`config.mk`:
```
export PLATFORM = sky130hd
export DESIGN_NAME = inactivity_sleep_state_controller
export DESIGN_NICKNAME = d
export VERILOG_FILES = /design/src/sv/issc_pkg.sv /design/src/sv/inactivity_sleep_state_controller.sv
export SDC_FILE = /design/constraint.sdc
export NUM_CORES = 1
export LEC_CHECK = 0
export BUFFER_PORTS_ARGS = -buffer_cell sky130_fd_sc_hd__buf_2
export CAP_MARGIN = 20
export CORE_MARGIN = 2
export CORE_UTILIZATION = 59
export DETAILED_ROUTE_END_ITERATION = 7
export PLACE_DENSITY = 0.85
export SYNTH_ARGS = -nofsm -noshare
export SYNTH_HDL_FRONTEND = slang
export SYNTH_SLANG_ARGS = --single-unit
```
`constraint.sdc`:
```
create_clock -name clk -period 5.7 [get_ports clk]
set_input_delay 0.57 -clock clk [delete_from_list [all_inputs] [get_ports clk]]
set_output_delay 0.57 -clock clk [all_outputs]
set_load 0.005 [all_outputs]
```
`src/sv/issc_pkg.sv`:
```
// shared types and constants for the inactivity sleep state controller
package issc_pkg;

    localparam int ADDR_W = 4;
    localparam int DATA_W = 32;
    localparam int TIME_W = 32;
    localparam int KICK_W = 8;

    localparam logic [DATA_W-1:0] IDLE_TIMEOUT_RESET  = 32'd5000;
    localparam logic [DATA_W-1:0] LIGHT_TIMEOUT_RESET = 32'd30000;
    localparam logic [KICK_W-1:0] KICK_PERIOD_RESET   = 8'd50;

    typedef enum logic [1:0] {
        REG_IDLE_TIMEOUT  = 2'd0,
        REG_LIGHT_TIMEOUT = 2'd1,
        REG_KICK_PERIOD   = 2'd2
    } reg_index_t;

    typedef enum logic {
        OP_TICK = 1'b0,
        OP_WAKE = 1'b1
    } op_t;

    typedef enum logic [1:0] {
        PS_IDLE  = 2'd0,
        PS_LIGHT = 2'd1,
        PS_DEEP  = 2'd2
    } power_state_t;

endpackage

```
`src/sv/inactivity_sleep_state_controller.sv`:
```
// top level: inactivity sleep state controller with apb configuration
// path: an item is captured in the input register on acceptance and its result is
// registered in the result register when the item fires, which a stalled output holds off
// throughput: one item per cycle while the output is not stalled; the state update between
// the input register and the result register is combinational
// reset: asynchronous active-low; state idle, timestamps, head and counters zero,
// registers back to 5000, 30000 and 50
module inactivity_sleep_state_controller (
    input  logic                          clk,
    input  logic                          rst_n,
    input  logic                          psel,
    input  logic                          penable,
    input  logic                          pwrite,
    input  logic [issc_pkg::ADDR_W-1:0]   paddr,
    input  logic [issc_pkg::DATA_W-1:0]   pwdata,
    output logic [issc_pkg::DATA_W-1:0]   prdata,
    output logic                          pready,
    input  logic                          in_valid,
    output logic                          in_ready,
    input  logic                          op,
    input  logic [issc_pkg::TIME_W-1:0]   now_ms,
    input  logic [issc_pkg::TIME_W-1:0]   rx_head,
    output logic                          out_valid,
    input  logic                          out_ready,
    output logic [1:0]                    pwr_state,
    output logic                          enter_light,
    output logic                          enter_deep,
    output logic                          exit_light,
    output logic                          exit_deep,
    output logic                          wd_kick,
    output logic [issc_pkg::TIME_W-1:0]   idle_ms
);
    import issc_pkg::*;

    // configuration registers
    logic [TIME_W-1:0] idle_timeout_reg;
    logic [TIME_W-1:0] light_timeout_reg;
    logic [KICK_W-1:0] kick_period_reg;
    logic              cfg_write;
    reg_index_t        cfg_index;

    // input register
    logic              in_valid_reg;
    logic              in_op_reg;
    logic [TIME_W-1:0] in_now_reg;
    logic [TIME_W-1:0] in_head_reg;

    // block state
    power_state_t      state_reg, state_next;
    logic [TIME_W-1:0] last_act_reg, last_act_next;
    logic [TIME_W-1:0] last_head_reg, last_head_next;
    logic [KICK_W-1:0] quiet_reg, quiet_next;
    logic              wake_reg, wake_next;

    // result register
    logic              out_valid_reg, out_valid_next;
    logic [1:0]        res_state_reg;
    logic              res_el_reg, res_ed_reg, res_xl_reg, res_xd_reg, res_kick_reg;
    logic [TIME_W-1:0] res_idle_reg;

    logic              fire;
    logic              res_el, res_ed, res_xl, res_xd, res_kick;
    logic [TIME_W-1:0] idle_time;
    logic              activity;
    logic [KICK_W:0]   kick_limit;
    logic [KICK_W:0]   quiet_inc;
    logic              wrap;

    assign pready    = 1'b1;
    assign cfg_index = reg_index_t'(paddr[3:2]);
    assign cfg_write = psel && penable && pwrite && pready;

    always_ff @(posedge clk or negedge rst_n)
    begin
        if (!rst_n)
        begin
            idle_timeout_reg  <= IDLE_TIMEOUT_RESET;
            light_timeout_reg <= LIGHT_TIMEOUT_RESET;
            kick_period_reg   <= KICK_PERIOD_RESET;
        end
        else if (cfg_write)
        begin
            case (cfg_index)
                REG_IDLE_TIMEOUT:  idle_timeout_reg  <= pwdata;
                REG_LIGHT_TIMEOUT: light_timeout_reg <= pwdata;
                REG_KICK_PERIOD:   kick_period_reg   <= pwdata[KICK_W-1:0];
                default:           ;
            endcase
        end
    end

    always_comb
    begin
        case (cfg_index)
            REG_IDLE_TIMEOUT:  prdata = idle_timeout_reg;
            REG_LIGHT_TIMEOUT: prdata = light_timeout_reg;
            REG_KICK_PERIOD:   prdata = {{(DATA_W-KICK_W){1'b0}}, kick_period_reg};
            default:           prdata = '0;
        endcase
    end

    // handshake
    assign fire     = in_valid_reg && (!out_valid_reg || out_ready);
    assign in_ready = !in_valid_reg || fire;

    always_ff @(posedge clk or negedge rst_n)
    begin
        if (!rst_n)
        begin
            in_valid_reg <= 1'b0;
        end
        else if (in_ready)
        begin
            in_valid_reg <= in_valid;
        end
    end

    always_ff @(posedge clk)
    begin
        if (in_ready && in_valid)
        begin
            in_op_reg   <= op;
            in_now_reg  <= now_ms;
            in_head_reg <= rx_head;
        end
    end

    // step logic
    assign idle_time  = in_now_reg - last_act_reg;
    assign activity   = in_head_reg != last_head_reg;
    assign kick_limit = (kick_period_reg == '0) ? (KICK_W+1)'(1 << KICK_W)
                                                : {1'b0, kick_period_reg};
    assign quiet_inc  = {1'b0, quiet_reg} + (KICK_W+1)'(1);
    assign wrap       = quiet_inc >= kick_limit;

    always_comb
    begin
        state_next     = state_reg;
        last_act_next  = last_act_reg;
        last_head_next = last_head_reg;
        quiet_next     = quiet_reg;
        wake_next      = wake_reg;
        res_el         = 1'b0;
        res_ed         = 1'b0;
        res_xl         = 1'b0;
        res_xd         = 1'b0;
        res_kick       = 1'b0;
        if (fire)
        begin
            if (op_t'(in_op_reg) == OP_WAKE)
            begin
                wake_next = 1'b1;
            end
            else
            begin
                last_head_next = in_head_reg;
                if (wake_reg || activity)
                begin
                    wake_next     = 1'b0;
                    state_next    = PS_IDLE;
                    quiet_next    = '0;
                    last_act_next = in_now_reg;
                    case (state_reg)
                        PS_DEEP:
                        begin
                            res_xd   = 1'b1;
                            res_kick = 1'b1;
                        end
                        PS_LIGHT: res_xl = 1'b1;
                        default:  ;
                    endcase
                end
                else
                begin
                    quiet_next = wrap ? '0 : quiet_inc[KICK_W-1:0];
                    case (state_reg)
                        PS_IDLE:
                        begin
                            if (idle_time >= idle_timeout_reg)
                            begin
                                state_next = PS_LIGHT;
                                quiet_next = '0;
                                res_el     = 1'b1;
                            end
                        end
                        PS_LIGHT:
                        begin
                            if (idle_time >= light_timeout_reg)
                            begin
                                state_next = PS_DEEP;
                                quiet_next = '0;
                                res_ed     = 1'b1;
                            end
                        end
                        PS_DEEP:  res_kick = wrap;
                        default:  state_next = PS_IDLE;
                    endcase
                end
            end
        end
    end

    always_ff @(posedge clk or negedge rst_n)
    begin
        if (!rst_n)
        begin
            state_reg     <= PS_IDLE;
            last_act_reg  <= '0;
            last_head_reg <= '0;
            quiet_reg     <= '0;
            wake_reg      <= 1'b0;
        end
        else
        begin
            state_reg     <= state_next;
            last_act_reg  <= last_act_next;
            last_head_reg <= last_head_next;
            quiet_reg     <= quiet_next;
            wake_reg      <= wake_next;
        end
    end

    // result register
    assign out_valid_next = fire || (out_valid_reg && !out_ready);

    always_ff @(posedge clk or negedge rst_n)
    begin
        if (!rst_n)
        begin
            out_valid_reg <= 1'b0;
        end
        else
        begin
            out_valid_reg <= out_valid_next;
        end
    end

    always_ff @(posedge clk)
    begin
        if (fire)
        begin
            res_state_reg <= state_next;
            res_el_reg    <= res_el;
            res_ed_reg    <= res_ed;
            res_xl_reg    <= res_xl;
            res_xd_reg    <= res_xd;
            res_kick_reg  <= res_kick;
            res_idle_reg  <= in_now_reg - last_act_next;
        end
    end

    assign out_valid   = out_valid_reg;
    assign pwr_state   = res_state_reg;
    assign enter_light = res_el_reg;
    assign enter_deep  = res_ed_reg;
    assign exit_light  = res_xl_reg;
    assign exit_deep   = res_xd_reg;
    assign wd_kick     = res_kick_reg;
    assign idle_ms     = res_idle_reg;

    // checks
    a_pulse_onehot: assert property (@(posedge clk) disable iff (!rst_n)
        out_valid |-> $onehot0({enter_light, enter_deep, exit_light, exit_deep}))
        else $error("more than one state change pulse in one item");

    a_deep_exit_kick: assert property (@(posedge clk) disable iff (!rst_n)
        out_valid && exit_deep |-> wd_kick && pwr_state == PS_IDLE)
        else $error("deep exit without watchdog kick or not back to idle");

    a_wake_pending: assert property (@(posedge clk) disable iff (!rst_n)
        fire && op_t'(in_op_reg) == OP_WAKE |=> wake_reg && $stable(state_reg))
        else $error("wake item did not leave a pending wake alone");

    a_stall_holds: assert property (@(posedge clk) disable iff (!rst_n)
        in_valid_reg && out_valid_reg && !out_ready |=> in_valid_reg && out_valid_reg)
        else $error("item lost while output stalled");

endmodule
```
======== After elaboration in Yosys (flattened, before gate mapping) ========
Index checks and enable logic that the tools add are counted.
operators by class
  add/subtract/negate cells ............... 3
  order comparisons ....................... 3
  equal/unequal tests ..................... 5
  mux-type cells .......................... 24
  bitwise logic cells ..................... 4
  reductions and logical operators ........ 24
operator list
  cell                                                              count
  32-bit 2-to-1 mux                                                 3
  32-bit one-hot mux with 3 select lines                            1
  32-bit >= comparator                                              2
  32-bit subtractor                                                 2
  8-bit 2-to-1 mux                                                  4
  32-bit inequality test                                            1
  8-bit one-hot mux with 2 select lines                             1
  2-bit 2-to-1 mux                                                  5
  2-bit AND reduction                                               5
  8-bit by 1-bit adder with 9-bit output (second input constant)    1
  9-bit >= comparator                                               1
  9-bit 2-to-1 mux                                                  1
  8-bit zero test                                                   1
  1-bit 2-to-1 mux                                                  8
  2-bit one-hot mux with 3 select lines                             1
  3-bit OR reduction                                                2
  1-bit logical AND                                                 5
  2-bit by 1-bit == test with 1-bit output (second input constant)  2
  2-bit == test (second input constant)                             2
  2-bit zero test                                                   2
  1-bit logical OR                                                  4
  1-bit inverter                                                    4
  1-bit zero test                                                   3
  2-bit nonzero test                                                1
  2-bit OR reduction                                                1
word-level totals
  flip-flop bits (word level) ............. 253
  output and inout bits ................... 74

======== Logic depth before layout (Yosys ltp) ========
  word-level depth ........................ 7
  gate-level depth with buffers ........... 21
  depth with buffers taken out ............ 21

======== Worst setup path after synthesis ========
OpenSTA, ideal clock, no wires.
  kind .................................... register to register
  start point ............................. register in_now_reg[1]
  end point ............................... register quiet_reg[0]
  setup time .............................. 0.065 ns
  arrival time ............................ 4.217 ns
  data required time ...................... 5.635 ns
  setup slack ............................. 1.419 ns
  stages on the path, launching flop included .. 18
  period minus slack after synthesis ...... 4.281 ns
  cells stage by stage .................... edfxtp_1 > ha_1 > nor2b_1 > o21a_1 > a311o_1 > a221oi_2 > o21bai_1 > a21o_1 > a221oi_2 > xnor2_1 > ha_1 > a21oi_1 > o21ai_0 > a2111oi_0 > a211oi_1 > o31ai_2 > and3_1 > mux2_2
between the ends
  longest elaborated chain between the ends .. 5
  elaborated cells on any way between the ends .. 7
  those cells by class .................... 1 x add/sub; 2 x order compare; 4 x mux
ends and longest elaborated chain
  item                                            line                                                                                text
  from (decl)                                     inactivity_sleep_state_controller.sv:45                                             logic [TIME_W-1:0] in_now_reg;
  from (signal assigned)                          inactivity_sleep_state_controller.sv:123                                            in_now_reg <= now_ms;
  32-bit subtractor *                             inactivity_sleep_state_controller.sv:129                                            assign idle_time = in_now_reg - last_act_reg;
  32-bit >= comparator, on equally long branches  inactivity_sleep_state_controller.sv:188, inactivity_sleep_state_controller.sv:179
  8-bit 2-to-1 mux, on equally long branches      inactivity_sleep_state_controller.sv:188, inactivity_sleep_state_controller.sv:179
  8-bit one-hot mux with 2 select lines *         inactivity_sleep_state_controller.sv:176                                            case (state_reg)
  8-bit 2-to-1 mux *                              inactivity_sleep_state_controller.sv:157                                            if (wake_reg || activity)
  to (signal assigned)                            inactivity_sleep_state_controller.sv:218                                            quiet_reg <= quiet_next;
  to (decl)                                       inactivity_sleep_state_controller.sv:52                                             logic [KICK_W-1:0] quiet_reg, quiet_next;
Mark *: on every way between the ends. The rest lies on a longest branch, timed or not.
A chain may end at the register's enable or synchronous reset.

======== Worst setup path in the final report ========
Ends and elaborated chain as after synthesis.

==> flow_summary.yaml <==
run_status:
  status: "complete, no violations"
die:
  die-area_mm2: 0.0262
  start_util_pct: 60.2
  core.rowCount: 57
  io_pins: 182
  die_h_um: 162
  core_area_mm2: 0.0244
  die_x_um: 162
flow_run:
  max_cap_violations: 0
power_and_ir_drop:
  irDropWorstVdd_mv: 0.278
  p_seq_share_pct: 36.2
  p_leak_nw: 8.03
  swShare_pct: 35.7
  p_int_mw: 4.38
  power.density_mw_per_mm2: 406
  p_clk_share_pct: 24.5
  p_switching_mw: 2.43
  power_frac_comb_pct: 39.3
  power_mw: 6.81
sta:
  rsz0062_at_grt: "no"
  worst_pin_slew_ns: 0.994
  finalHoldViolCount: 0
  min_period_over_period_pct: 89.5
  fmax_mhz: 196
  setup_viol: 0
  setup_tns_ns: 0
  fin_crit_ns: 5.10
  skew_ns: 0.0120
  slew_headroom_pct: 33.7
  worst_slack_ns: 0.598
  slew_violations: 0
setup_path:
  required_ns: 6.17
  startpoint: "in_now_reg[1]"
  cpLargestDelayFamily: "compound AO/OA/AOI/OAI gates"
  arrival_ns: 5.57
  regToRegSetupSlack_ns: 0.60
  critPathSlowestCell: "o31ai_2"
  crit_type: "flip-flop to flip-flop"
  cp_max_fo: 6
  start_kind: "flip-flop"
  crit_chain: "ha_1, nor2b_1, o21a_1, a311o_1, a221oi_2, o21bai_1, a21o_1, a221oi_2, xnor2_1, ha_1, a21oi_1, o21ai_0, a2111oi_0, a211oi_1, o31ai_2, and3_1, mux2_2"
  critPathCaptureType: "flip-flop"
  path_buf_inv: 0
  timing.rr.end: "quiet_reg[0]"
  crit_path_max_incr_delay_ns: 0.51
  rr_startpoint: "in_now_reg[1]"
  reg2reg_depth: 17
clocking:
  cts_tree: "done"
  clk_latency_ns: 0.54
  cts.sinks: 253
  numCtsBuffers: 27
  path_clk_slew_ns: 0.06
  root_buffer: "clkbuf_16"
  cts_resized: 0
  cts_htree_levels: 1
  cts_buffer_depth: 3
  cts_setup_buffers: 0
yosys:
  yosysWarningCount: 0
  seq_area_frac_synth_pct: 46.8
  synth-edff-count: 104
  synth_ff_type: "dfrtp_1"
  synth_area_per_cell_um2: 10.1
  synthesis.nets: 1705
  syn_inst: 1459
  ys_seq_elements: 253
  yosys.cell_types.count: 69
  synth_area_mm2: 0.0147
  synth-async-reset-ratio_pct: 58.9
placed_design:
  gp_congestion: 0.931
  dpl.hpwl_um: 24900
  pre_cts_ws_ns: 0.616
  numPlacedInstances: 1932
  numPortBuffers: 178
global_routing:
  grt.total_usage_pct: 26.1
  grt_start_max_net_pins: 110
  antenna_found_initial: 1
  grt_pass1_vias: 11276
  grt_pass1_wl_um: 55400
  gr-total-overflow: 0
routing:
  drc_errors: 0
  vias: 11290
  drtIter0Drc: 840
  routed_wl_um: 33900
  routedWlPerCell_um: 17.1
  dr.pass1.iters: 6
  viasPerCell: 5.69
  ant_nets: 0
cells_and_area:
  layout-drive-gt1-share_pct: 17.1
  most-common-layout-cells: "nand2_1, buf_2, inv_1, ha_1, dfrtp_1"
  fin_nets: 1885
  final_common_cell: "nand2_1"
  final_util_pct: 68.8
  area_growth_pct: 14.4
  layout.cells.non_filler: 1985
worst_hold_path:
  hp-start: "now_ms[30]"
  hold_end: "in_now_reg[30]"
  hold_path_depth: 1
  hold_class: "primary input to flip-flop"
[power groups by stage]
stage	registers (mW)	clock network, mW	logic (mW)
6_report	2.47	1.67	2.68
4_1_cts	2.47	1.69	2.65
5_1_grt	2.50	1.77	2.99
3_3_place_gp	2.48	0	2.49
3_5_place_dp	2.50	0	2.61
2_1_floorplan	2.46	0	1.87
[cell families (layout without fill, tap and decap cells)]
| kind of cell | Yosys count | count (layout) | share of synthesized area, % |
|---|---|---|---|
| muxes | 76 | 76 | 5.50 |
| and+or+nand+nor | 417 | 417 | 12.7 |
| DFF | 253 | 253 | 46.8 |
| xor gates and xnor gates | 91 | 91 | 5.43 |
| AOI/OAI and AO/OA | 296 | 296 | 12.8 |
| other | 1 | 2 | 0.0255 |
| adders and majority gates | 138 | 138 | 11.9 |
| buffers and inverters | 187 | 388 | 4.86 |
[stage by stage]
stage	cell area (um2)	hold slack, ns
2_1_floorplan	14700	0.274
6_report	16800	0.205
4_1_cts	16800	0.189
5_1_grt	16800	0.187
3_3_place_gp	15900	0.470
3_5_place_dp	15900	0.480
[cell type report]
| class | instances | area (um2) |
|---|---|---|
| inverters | 150 | 563 |
| diodes | 1 | 2.50 |
| multi-input cells | 1019 | 7110 |
| flip-flops and latches | 253 | 6870 |
| repair buffers | 188 | 995 |
| fillers | 1810 | 7600 |
| clock buffers | 46 | 818 |
| clock inverters | 4 | 23.8 |
| well taps | 324 | 405 |
[metal layers]
| layer | track usage (%) | vias up | part of all wire [%] |
|---|---|---|---|
| li1 | - | 5425 | - |
| met1 | 35.3 | 5398 | 43 |
| met2 | 44.6 | 408 | 47 |
| met3 | 3.98 | 59 | 7.1 |
| met4 | 6.44 | 0 | 2.2 |
| met5 | 0 | - | 0 |
[Yosys cell counts (3+ instances only)]
cell type    n  area, um2
or2_2        5       31.3
buf_2        3       15.0
xnor2_1     75        657
nand2b_1    12       75.1
nor3_1      13       65.1
nor4_1       5       31.3
o2111ai_1    5       43.8
a21oi_1     73        365
a2111oi_0    3       26.3
edfxtp_1   104       3120
mux2_1      15        169
inv_1      150        563
a211oi_1     7       52.6
nand3_1     16       80.1
o21bai_1    10       75.1
o311ai_1     3       26.3
o21ai_1      8       40.0
nor2b_1     13       81.3
o21ai_0     96        480
nor3b_1      3       22.5
a21o_1      42        315
nor4b_1      3       26.3
xor2_1      16        140
o21a_1      10       75.1
mux2i_1     39        390
and2_1       4       25.0
and3_1      15       93.8
clkbuf_1    31        116
ha_1       136       1700
o31ai_1      3       22.5
a41oi_1      3       26.3
a22o_1       5       43.8
nor2_1      67        251
nand4_1     22        138
dfrtp_1    134       3350
dfstp_2     15        394
mux2_2      22        248
a31oi_1      5       31.3
nand2_1    228        856
[worst register-to-register path: cells and delay by family (launching register included)]
family / cells / cell delay (ns)
compound gates: 11 / 3.11
xor+xnor: 1 / 0.19
fa+ha+maj: 2 / 0.62
flops: 1 / 0.47
mux: 1 / 0.18
simple gates: 2 / 0.48
[what timing repair did]
item	4_1_cts	5_1_grt
hold buffers	0	1
setup endpoints to repair	0	0
endpoints found under the hold margin	0	1
[worst max-delay path by stage]
stage                   end  slack (ns)  cells after the start
2_1_floorplan  quiet_reg[0]        1.42                     17
3_3_place_gp   quiet_reg[0]        0.74                     17
3_5_place_dp   quiet_reg[0]        0.62                     17
4_1_cts        quiet_reg[0]        0.58                     17
5_1_grt        quiet_reg[0]        0.23                     17
6_report       quiet_reg[0]        0.60                     17
Power figures use the tool's default switching activity.
